==> src/hw/rtl/b64e_pkg.sv <==
// package for the line-wrapped base64 encoder
// holds the job type, character codes and the symbol table; no dependencies
package b64e_pkg;

  localparam int unsigned LINE_CHARS = 76;

  localparam logic [6:0] CHAR_CR  = 7'h0D;
  localparam logic [6:0] CHAR_LF  = 7'h0A;
  localparam logic [6:0] CHAR_PAD = 7'h3D;

  localparam int unsigned QUEUE_DEPTH = 2;

  // one unit of back-end work: four symbols, optional line break, end flag
  typedef struct packed {
    logic [3:0][6:0] chars;
    logic            crlf;
    logic            last;
  } job_t;

  // standard alphabet A-Z a-z 0-9 + /
  function automatic logic [6:0] sym(input logic [5:0] v);
    logic [6:0] r;
    if (v < 6'd26) begin
      r = 7'h41 + {1'b0, v};
    end else if (v < 6'd52) begin
      r = 7'h61 + {1'b0, v - 6'd26};
    end else if (v < 6'd62) begin
      r = 7'h30 + {1'b0, v - 6'd52};
    end else if (v == 6'd62) begin
      r = 7'h2B;
    end else begin
      r = 7'h2F;
    end
    return r;
  endfunction

endpackage

==> src/hw/rtl/b64e_front.sv <==
// front end: takes bytes, gathers groups, tracks line length, builds jobs
// depends on b64e_pkg
module b64e_front (
  input  logic              clk_i,
  input  logic              rst_ni,
  input  logic              accept_i,
  input  logic [7:0]        data_byte_i,
  input  logic              last_byte_i,
  output logic              push_o,
  output b64e_pkg::job_t    job_o
);
  import b64e_pkg::*;

  logic [1:0]       pos_q, pos_d, pos;
  logic [1:0][7:0]  held_q, held_d;
  logic [6:0]       line_q, line_d, line_sum;

  always_comb begin
    pos      = (pos_q == 2'd3) ? 2'd0 : pos_q;
    pos_d    = pos_q;
    held_d   = held_q;
    line_d   = line_q;
    line_sum = line_q + 7'd4;
    push_o   = 1'b0;
    job_o    = '0;
    job_o.last = last_byte_i;
    if (accept_i) begin
      if (pos == 2'd2) begin
        push_o        = 1'b1;
        job_o.chars[0] = sym(held_q[0][7:2]);
        job_o.chars[1] = sym({held_q[0][1:0], held_q[1][7:4]});
        job_o.chars[2] = sym({held_q[1][3:0], data_byte_i[7:6]});
        job_o.chars[3] = sym(data_byte_i[5:0]);
        job_o.crlf     = (line_sum >= 7'(LINE_CHARS));
        line_d         = job_o.crlf ? 7'd0 : line_sum;
        pos_d          = 2'd0;
        held_d         = '0;
      end else if (last_byte_i) begin
        push_o = 1'b1;
        if (pos == 2'd0) begin
          job_o.chars[0] = sym(data_byte_i[7:2]);
          job_o.chars[1] = sym({data_byte_i[1:0], 4'd0});
          job_o.chars[2] = CHAR_PAD;
          job_o.chars[3] = CHAR_PAD;
        end else begin
          job_o.chars[0] = sym(held_q[0][7:2]);
          job_o.chars[1] = sym({held_q[0][1:0], data_byte_i[7:4]});
          job_o.chars[2] = sym({data_byte_i[3:0], 2'd0});
          job_o.chars[3] = CHAR_PAD;
        end
      end else begin
        held_d[pos[0]] = data_byte_i;
        pos_d          = pos + 2'd1;
      end
      // message end returns everything to start
      if (last_byte_i) begin
        pos_d  = 2'd0;
        held_d = '0;
        line_d = 7'd0;
      end
    end
  end

  always_ff @(posedge clk_i or negedge rst_ni) begin
    if (!rst_ni) begin
      pos_q  <= 2'd0;
      held_q <= '0;
      line_q <= 7'd0;
    end else begin
      pos_q  <= pos_d;
      held_q <= held_d;
      line_q <= line_d;
    end
  end

endmodule

==> src/hw/rtl/b64e_queue.sv <==
// two-entry job queue between front and back end
// depends on b64e_pkg
module b64e_queue (
  input  logic              clk_i,
  input  logic              rst_ni,
  input  logic              push_i,
  input  b64e_pkg::job_t    job_i,
  input  logic              pop_i,
  output logic              full_o,
  output logic              empty_o,
  output b64e_pkg::job_t    head_o
);
  import b64e_pkg::*;

  localparam int unsigned PtrW = $clog2(QUEUE_DEPTH);

  job_t            mem_q [QUEUE_DEPTH];
  logic [PtrW-1:0] wr_q, rd_q;
  logic [PtrW:0]   cnt_q, cnt_d;
  logic            do_push, do_pop;

  assign full_o  = (cnt_q == (PtrW+1)'(QUEUE_DEPTH));
  assign empty_o = (cnt_q == '0);
  assign head_o  = mem_q[rd_q];
  assign do_push = push_i && !full_o;
  assign do_pop  = pop_i && !empty_o;

  always_comb begin
    cnt_d = cnt_q;
    if (do_push && !do_pop) begin
      cnt_d = cnt_q + 1'b1;
    end else if (do_pop && !do_push) begin
      cnt_d = cnt_q - 1'b1;
    end
  end

  always_ff @(posedge clk_i) begin
    if (do_push) begin
      mem_q[wr_q] <= job_i;
    end
  end

  always_ff @(posedge clk_i or negedge rst_ni) begin
    if (!rst_ni) begin
      wr_q  <= '0;
      rd_q  <= '0;
      cnt_q <= '0;
    end else begin
      cnt_q <= cnt_d;
      if (do_push) begin
        wr_q <= (wr_q == PtrW'(QUEUE_DEPTH - 1)) ? '0 : wr_q + 1'b1;
      end
      if (do_pop) begin
        rd_q <= (rd_q == PtrW'(QUEUE_DEPTH - 1)) ? '0 : rd_q + 1'b1;
      end
    end
  end

endmodule

==> src/hw/rtl/b64e_back.sv <==
// back end: walks the head job one character a cycle, while the output is not
// stalled, into the output register; depends on b64e_pkg
module b64e_back (
  input  logic              clk_i,
  input  logic              rst_ni,
  input  logic              empty_i,
  input  b64e_pkg::job_t    head_i,
  output logic              pop_o,
  output logic              out_valid_o,
  input  logic              out_ready_i,
  output logic [6:0]        out_char_o,
  output logic              out_last_o
);
  import b64e_pkg::*;

  logic [2:0] idx_q, idx_d, end_idx;
  logic       load, valid_q, valid_d;
  logic [6:0] char_q, char_d;
  logic       last_q, last_d;
  logic       at_end;

  assign end_idx = head_i.crlf ? 3'd5 : 3'd3;
  assign at_end  = (idx_q == end_idx);
  assign load    = !empty_i && (!valid_q || out_ready_i);
  assign pop_o   = load && at_end;

  always_comb begin
    case (idx_q)
      3'd4:    char_d = CHAR_CR;
      3'd5:    char_d = CHAR_LF;
      default: char_d = head_i.chars[idx_q[1:0]];
    endcase
    last_d  = at_end && head_i.last;
    idx_d   = idx_q;
    valid_d = valid_q;
    if (load) begin
      idx_d   = at_end ? 3'd0 : idx_q + 3'd1;
      valid_d = 1'b1;
    end else if (out_ready_i) begin
      valid_d = 1'b0;
    end
  end

  always_ff @(posedge clk_i) begin
    if (load) begin
      char_q <= char_d;
      last_q <= last_d;
    end
  end

  always_ff @(posedge clk_i or negedge rst_ni) begin
    if (!rst_ni) begin
      idx_q   <= 3'd0;
      valid_q <= 1'b0;
    end else begin
      idx_q   <= idx_d;
      valid_q <= valid_d;
    end
  end

  assign out_valid_o = valid_q;
  assign out_char_o  = char_q;
  assign out_last_o  = last_q;

endmodule

==> src/hw/rtl/base64_line_wrapped_encoder_unit.sv <==
// channel  | direction | handshake               | payload
// input    | in        | in_valid_i / in_ready_o   | data_byte_i, last_byte_i
// output   | out       | out_valid_o / out_ready_i | out_char_o, out_last_o
//
// one character leaves per cycle while out_ready_i is high; a full group is
// four characters, six with a line break, so three bytes give four characters
// plus breaks, walked by the back-end character counter over the head job
// bytes are taken while the two-entry job queue has room; a stalled output
// fills the queue and then holds in_ready_o low
// reset is asynchronous, active low, and clears group, line and queue state
module base64_line_wrapped_encoder_unit (
  input  logic       clk_i,
  input  logic       rst_ni,
  input  logic       in_valid_i,
  output logic       in_ready_o,
  input  logic [7:0] data_byte_i,
  input  logic       last_byte_i,
  output logic       out_valid_o,
  input  logic       out_ready_i,
  output logic [6:0] out_char_o,
  output logic       out_last_o
);
  import b64e_pkg::*;

  job_t job, head;
  logic push, pop, full, empty, accept;

  assign in_ready_o = !full;
  assign accept     = in_valid_i && in_ready_o;

  b64e_front u_front (
    .clk_i       (clk_i),
    .rst_ni      (rst_ni),
    .accept_i    (accept),
    .data_byte_i (data_byte_i),
    .last_byte_i (last_byte_i),
    .push_o      (push),
    .job_o       (job)
  );

  b64e_queue u_queue (
    .clk_i   (clk_i),
    .rst_ni  (rst_ni),
    .push_i  (push),
    .job_i   (job),
    .pop_i   (pop),
    .full_o  (full),
    .empty_o (empty),
    .head_o  (head)
  );

  b64e_back u_back (
    .clk_i       (clk_i),
    .rst_ni      (rst_ni),
    .empty_i     (empty),
    .head_i      (head),
    .pop_o       (pop),
    .out_valid_o (out_valid_o),
    .out_ready_i (out_ready_i),
    .out_char_o  (out_char_o),
    .out_last_o  (out_last_o)
  );

endmodule

==> config.mk <==
export PLATFORM = sky130hd
export DESIGN_NAME = base64_line_wrapped_encoder_unit
export DESIGN_NICKNAME = d
export VERILOG_FILES = /design/src/hw/rtl/b64e_pkg.sv /design/src/hw/rtl/b64e_front.sv /design/src/hw/rtl/b64e_queue.sv /design/src/hw/rtl/b64e_back.sv /design/src/hw/rtl/base64_line_wrapped_encoder_unit.sv
export SDC_FILE = /design/constraint.sdc
export NUM_CORES = 1
export LEC_CHECK = 0
export BUFFER_PORTS_ARGS = -buffer_cell sky130_fd_sc_hd__buf_2
export CAP_MARGIN = 15
export CORE_ASPECT_RATIO = 0.8
export CORE_MARGIN = 1
export CORE_UTILIZATION = 50
export DETAILED_ROUTE_END_ITERATION = 10
export PLACE_DENSITY = 0.66
export SLEW_MARGIN = 20
export SYNTH_ARGS = -nofsm -noshare
export SYNTH_HDL_FRONTEND = slang
export SYNTH_SLANG_ARGS = --single-unit
==> constraint.sdc <==
create_clock -name clk_i -period 4.8 [get_ports clk_i]
set_input_delay 1.44 -clock clk_i [delete_from_list [all_inputs] [get_ports clk_i]]
set_output_delay 1.44 -clock clk_i [all_outputs]
set_load 0.02 [all_outputs]
==> results.cfg, run 1 <==
[placement]
hpwl_um = 15100
dp_slack_ns = 0.638
io_buffers = 22
gp_congestion = 0.944

[route]
detail-route-antenna-nets = 0
drt_wl_total_um = 20700
vias = 6097
drc = 0
drtIter0Drc = 551
wl_per_cell_um = 21.3
viasPerCell = 6.29
drt_first_pass_iters = 5

[power_and_ir_drop]
leakagePower_nw = 3.16
ir_worst_vdd_mv = 0.272
cellPowerDensity_mw_per_mm2 = 527

[logic_synthesis]
yosysSeqAreaShare_pct = 37.3
syn_inst = 782
synth_edf_count = 68
yosysTopAreaCell = edfxtp_1
synth_ff_type = edfxtp_1
netlist.area_leader.share_pct = 27.0
yosysUniqueCellTypes = 75
synth_nets = 863
avgSynthCellArea_sq_um = 9.67
netlist_area_sq_mm = 0.00756
ys_warn_count = 0
ys_ff_latch = 99
async_flop_share_pct = 31.3
synth_area_leaders = edfxtp_1, ha_1, dfrtp_1

[sta]
finalSetupViolations = 0
slew_headroom_pct = 33.4
fin_crit_sh_pct = 81.5
rsz0062_at_grt = no
worst_hold_slack_ns = 0.510
tightest_slew_ns = 0.999
finalMaxSlewViolations = 0
setup_ws_ns = 0.888
fmax_ghz = 0.256
final_hold_viol_count = 0
finalCriticalPeriod_ns = 3.91
fin_skew_ns = 0.00952
tns_ns = 0

[final_layout]
drive_gt1_share_pct = 10.2
final_common_cell = nand2_1
nNetsFinal = 861
fill_cells = 1325
antenna_cells = 0
layout_common_cells = nand2_1, ha_1, edfxtp_1, a21oi_1, o21ai_0
area_growth_pct = 7.03

[grt]
grt_pass1_wl_um = 33200
busiest_layer = met2
grt_max_degree = 32
use_met3_pct = 4.99
grt_use_total_pct = 27.7
grt_antenna_before_repair = 0
grt_use_met2_pct = 42.0
overflow = 0
grtUsageMet1_pct = 40.6
grt_pass1_vias = 5930

[critical_path]
cp.required_ns = 4.98
cp-end-kind = flip-flop
criticalPathCategory = input port to flip-flop
cp.arrival_ns = 4.09
path_max_fanout = 19
crit_path_start_kind = input port

[die]
ios = 23
core_area_sq_mm = 0.0145
die_y_um = 112
rows = 39
initial_utilization_pct = 52.0
dieArea_sq_mm = 0.0156
die_w_um = 139

[cts]
clk_latency_ns = 0.36
cts_tree = built
postCtsSetupRepairBufs = 0
cts_max_path_buffers = 2
clock_sinks = 99
ctsHoldBuffers = 0
path_clk_slew_ns = 0.08
ctsRootBufferMaster = clkbuf_16
cts_resized = 0
htree_num_levels = 3
numCtsBuffers = 9

[hold_path]
hold_path.class = flip-flop to flip-flop

[outcome]
status = finished, final reports clean

[job]
drv_cap = 0
-- critical path, cell delays in order --
cell	delay (ns)
buf_2	0.35
ha_1	0.55
a21oi_1	0.18
o21a_1	0.38
a2111oi_0	0.72
buf_4	0.23
a2bb2oi_1	0.23
-- cells in the mapped netlist, types with 4 or more instances --
cell       instances
xor2_1            28
nand2b_1          15
a21o_1             7
ha_1              68
nor3_1            11
nand2_1          100
clkbuf_1          25
mux4_2            14
dfrtp_1           31
o21a_1             4
a221oi_1          10
nand3b_1           8
nand4_1            7
buf_2             17
mux2i_1           13
nor4_1             4
a21oi_2            4
o22ai_1            6
a21boi_0           4
edfxtp_1          68
nor2b_1           13
a31oi_1            7
xnor2_1           41
a211oi_1           9
nor2_1            31
o21ai_1            6
a2111oi_0          6
nand3_1           21
o211ai_1           7
inv_1             34
o21ai_0           46
a21oi_1           47
-- metrics by stage --
step                utilization (%)  cells  instance area, sq um  total power, mW
floorplan                         -    782                  7560             2.92
global placement               53.6    953                  7790             3.46
detailed placement             53.6    953                  7790             3.50
CTS                            55.7    969                  8090             4.25
global route                   55.7    969                  8090             4.55
finish                         55.7    969                  8090             4.26
-- routing by layer --
layer	wire length, um	share of wire, %
met4	420	2.0
met1	9840	48
met2	9080	44
met3	1340	6.5
met5	0	0
-- where the power goes --
group          leakage, nW  switching [mW]  internal (mW)  total [mW]
sequential            1.05           0.323           1.21        1.53
clock                0.145           0.374          0.370       0.745
combinational         1.97            1.20          0.787        1.98
total                 3.16            1.90           2.37        4.26
-- registers in the layout (all words and copies together), names as in the netlist --
register            flops
u_queue.mem_q          60
u_front.held_q         16
u_back.out_char_o       7
u_front.line_q          5
u_back.idx_q            3
u_front.pos_q           2
u_queue.cnt_q           2
u_back.out_last_o       1
u_back.out_valid_o      1
u_queue.rd_q            1
u_queue.wr_q            1
-- cells by family after synthesis --
logic type      Yosys count  synth area share [%]
compound gates          202                  17.7
xor+xnor                 71                  8.42
fa+ha+maj                68                  11.3
buf+inv                  82                  4.35
flops                    99                  37.3
mux                      28                  6.04
simple gates            232                  15.0
-- cell type report --
class                           count  area, sq um  share of cell area [%]
Clock buffer                        9          225                    2.78
Clock inverter                      7         80.1                   0.989
Inverter                           38          143                    1.76
Multi-Input combinational cell    601         4420                    54.6
Sequential cell                    99         2820                    34.8
Tap cell                          184          230                    2.84
Timing Repair Buffer               31          178                    2.20
-- final timing paths --
path | start | endpoint | slack (ns) | cells past startpoint
min in group asynchronous | rst_ni | u_front.held_q[10]$_DFFE_PN0P_ | 1.15 | 1
worst max-delay path | data_byte_i[5] | u_queue.mem_q[0][6]$_DFFE_PP_ | 0.89 | 7
worst min register to register | u_queue.cnt_q[1]$_DFFE_PN0P_ | u_queue.cnt_q[1]$_DFFE_PN0P_ | 0.51 | 1
worst min-delay path | u_queue.cnt_q[1]$_DFFE_PN0P_ | u_queue.cnt_q[1]$_DFFE_PN0P_ | 0.51 | 1
worst max register to register | u_front.held_q[13]$_DFFE_PN0P_ | u_queue.mem_q[0][13]$_DFFE_PP_ | 1.87 | 7
max in group asynchronous | rst_ni | u_queue.rd_q$_DFFE_PN0P_ | 3.14 | 1
Note: power is estimated with default switching activity, not from simulation.
==> run 2, diff against run 1 <==
ABC_AREA = 1   (was default)
clock period = 3.9 ns   (was 4.8 ns; I/O delays follow)
==> results.cfg, run 2 <==
[placement]
io_buffers = 22
dp_slack_ns = 0.535
hpwl_um = 15200
gp_congestion = 0.958

[final_layout]
area_growth_pct = 7.45
layout_common_cells = nand2_1, o21ai_0, inv_1, nor2_1, nand3_1
largest_register_ffs = 60
final_common_cell = nand2_1
utilization_pct = 54.8
antenna_cells = 0
drive_gt1_share_pct = 10.5
nNetsFinal = 1056
top_register = u_queue.mem_q

[grt]
grt_max_degree = 32
grt_use_total_pct = 27.5
overflow = 0
grt_antenna_before_repair = 0
grt_pass1_wl_um = 33100
grt_pass1_vias = 6153

[sta]
fin_skew_ns = 0.0126
finalMaxSlewViolations = 0
tns_ns = 0
final_hold_viol_count = 0
fmax_ghz = 0.325
rsz0062_at_grt = no
fin_crit_sh_pct = 78.9
tightest_slew_ns = 0.851
setup_ws_ns = 0.822
finalCriticalPeriod_ns = 3.08
slew_headroom_pct = 43.2
finalSetupViolations = 0

[logic_synthesis]
netlist_area_sq_mm = 0.00764
synth_nets = 1040
synth_edf_count = 68
syn_inst = 959
netlist.area_leader.share_pct = 26.7
yosysUniqueCellTypes = 46
async_flop_share_pct = 31.3
synth.most_common_cell = nand2_1
synth_area_leaders = edfxtp_1, ha_1, dfrtp_1
ys_ff_latch = 99
ys_warn_count = 0
yosysSeqAreaShare_pct = 36.9
synth_ff_type = edfxtp_1
yosysTopAreaCell = edfxtp_1
netlist_top_cells_count = nand2_1, o21ai_0, inv_1
avgSynthCellArea_sq_um = 7.96

[route]
drtIter0Drc = 697
detail-route-antenna-nets = 0
vias = 6607
drt_first_pass_iters = 5
drt_wl_total_um = 20500
viasPerCell = 5.65
wl_per_cell_um = 17.5
drc = 0

[critical_path]
criticalPathCategory = input port to flip-flop
cp.required_ns = 4.08
cp-end-kind = flip-flop
crit_path_start_kind = input port
cp.arrival_ns = 3.26
rrSetupSlack_ns = 1.42
path_max_fanout = 13

[cts]
htree_num_levels = 3
clk_latency_ns = 0.36
cts_tree = built
cts_resized = 0
postCtsSetupRepairBufs = 0
cts_max_path_buffers = 2
clock_sinks = 99
path_clk_slew_ns = 0.07
ctsRootBufferMaster = clkbuf_16
numCtsBuffers = 9
ctsHoldBuffers = 0

[die]
dieArea_sq_mm = 0.0158
die_y_um = 113
core_area_sq_mm = 0.0150
die_w_um = 140
rows = 40
initial_utilization_pct = 51.0
ios = 23

[power_and_ir_drop]
cellPowerDensity_mw_per_mm2 = 670
leakagePower_nw = 3.60
ir_worst_vdd_mv = 0.356

[hold_path]
hold_path.class = flip-flop to flip-flop

[outcome]
status = finished, final reports clean

[job]
drv_cap = 0
==> run 2: changes by cell type after synthesis, sizes merged, moves of 15 or more <==
cell / delta
inv: +76
o21ai: +55
clkbuf: -18
nand3: +53
nand2b: -15
nor2: +71
xnor2: -33
nand2: +110
==> run 2: cells by family after synthesis <==
family                     count (synthesis)  share of synthesized area, %
adders and majority gates                 68                          11.1
DFF                                       99                          36.9
xor gates and xnor gates                  48                          5.70
buffers and inverters                    136                          7.32
AOI/OAI and AO/OA                        203                          15.1
and+or+nand+nor                          405                          23.8
==> run 2: metrics by stage <==
step	area, sq um	std cells	power, mW	hold WS (ns)
after floorplan	7640	959	3.75	0.463
after global placement	7900	1153	4.52	0.482
after detailed placement	7900	1153	4.53	0.485
after CTS	8210	1169	5.48	0.499
after global routing	8210	1169	5.93	0.533
final	8210	1169	5.49	0.501
==> run 2: path summary, 6_finish.rpt <==
kind / from / to / cells after the start
min reg2reg: u_queue.cnt_q[0]$_DFFE_PN0P_ / u_queue.cnt_q[0]$_DFFE_PN0P_ / 1
max reg2reg: u_front.pos_q[0]$_DFFE_PN0P_ / u_queue.mem_q[1][8]$_DFFE_PP_ / 8
max in group asynchronous: rst_ni / u_front.held_q[7]$_DFFE_PN0P_ / 1
min: u_queue.cnt_q[0]$_DFFE_PN0P_ / u_queue.cnt_q[0]$_DFFE_PN0P_ / 1
max: data_byte_i[4] / u_queue.mem_q[1][8]$_DFFE_PP_ / 12
min in group asynchronous: rst_ni / u_front.line_q[4]$_DFFE_PN0P_ / 1
==> run 2: worst max-delay path: stages <==
cell,delay (ns)
buf_2,0.30
inv_1,0.30
ha_1,0.31
nand2_1,0.08
nand2_2,0.08
a21oi_4,0.27
inv_2,0.13
o21ai_0,0.10
a21oi_1,0.08
nor2_1,0.19
nor2_1,0.06
nor2_1,0.18
==> run 2: area by class of cell <==
class	instances	area, sq um
Clock buffer	12	246
Timing Repair Buffer	28	155
Fill cell	1399	6760
Inverter	113	427
Clock inverter	4	58.8
Multi-Input combinational cell	724	4270
Sequential cell	99	2820
Tap cell	189	236
==> run 2: routing by layer <==
layer / track usage [%] / wire length (um) / vias to the layer above
met3: 4.82 / 1380 / 34
met1: 39.6 / 9940 / 3059
met5: 0 / 0 / -
met4: 8.64 / 493 / 0
met2: 42.0 / 8660 / 249
li1: - / - / 3265
==> run 2: power breakdown <==
part	internal, mW	switching, mW	leakage (nW)
combinational	0.897	1.89	2.41
clock	0.524	0.414	0.149
sequential	1.50	0.267	1.05
total	2.93	2.57	3.60
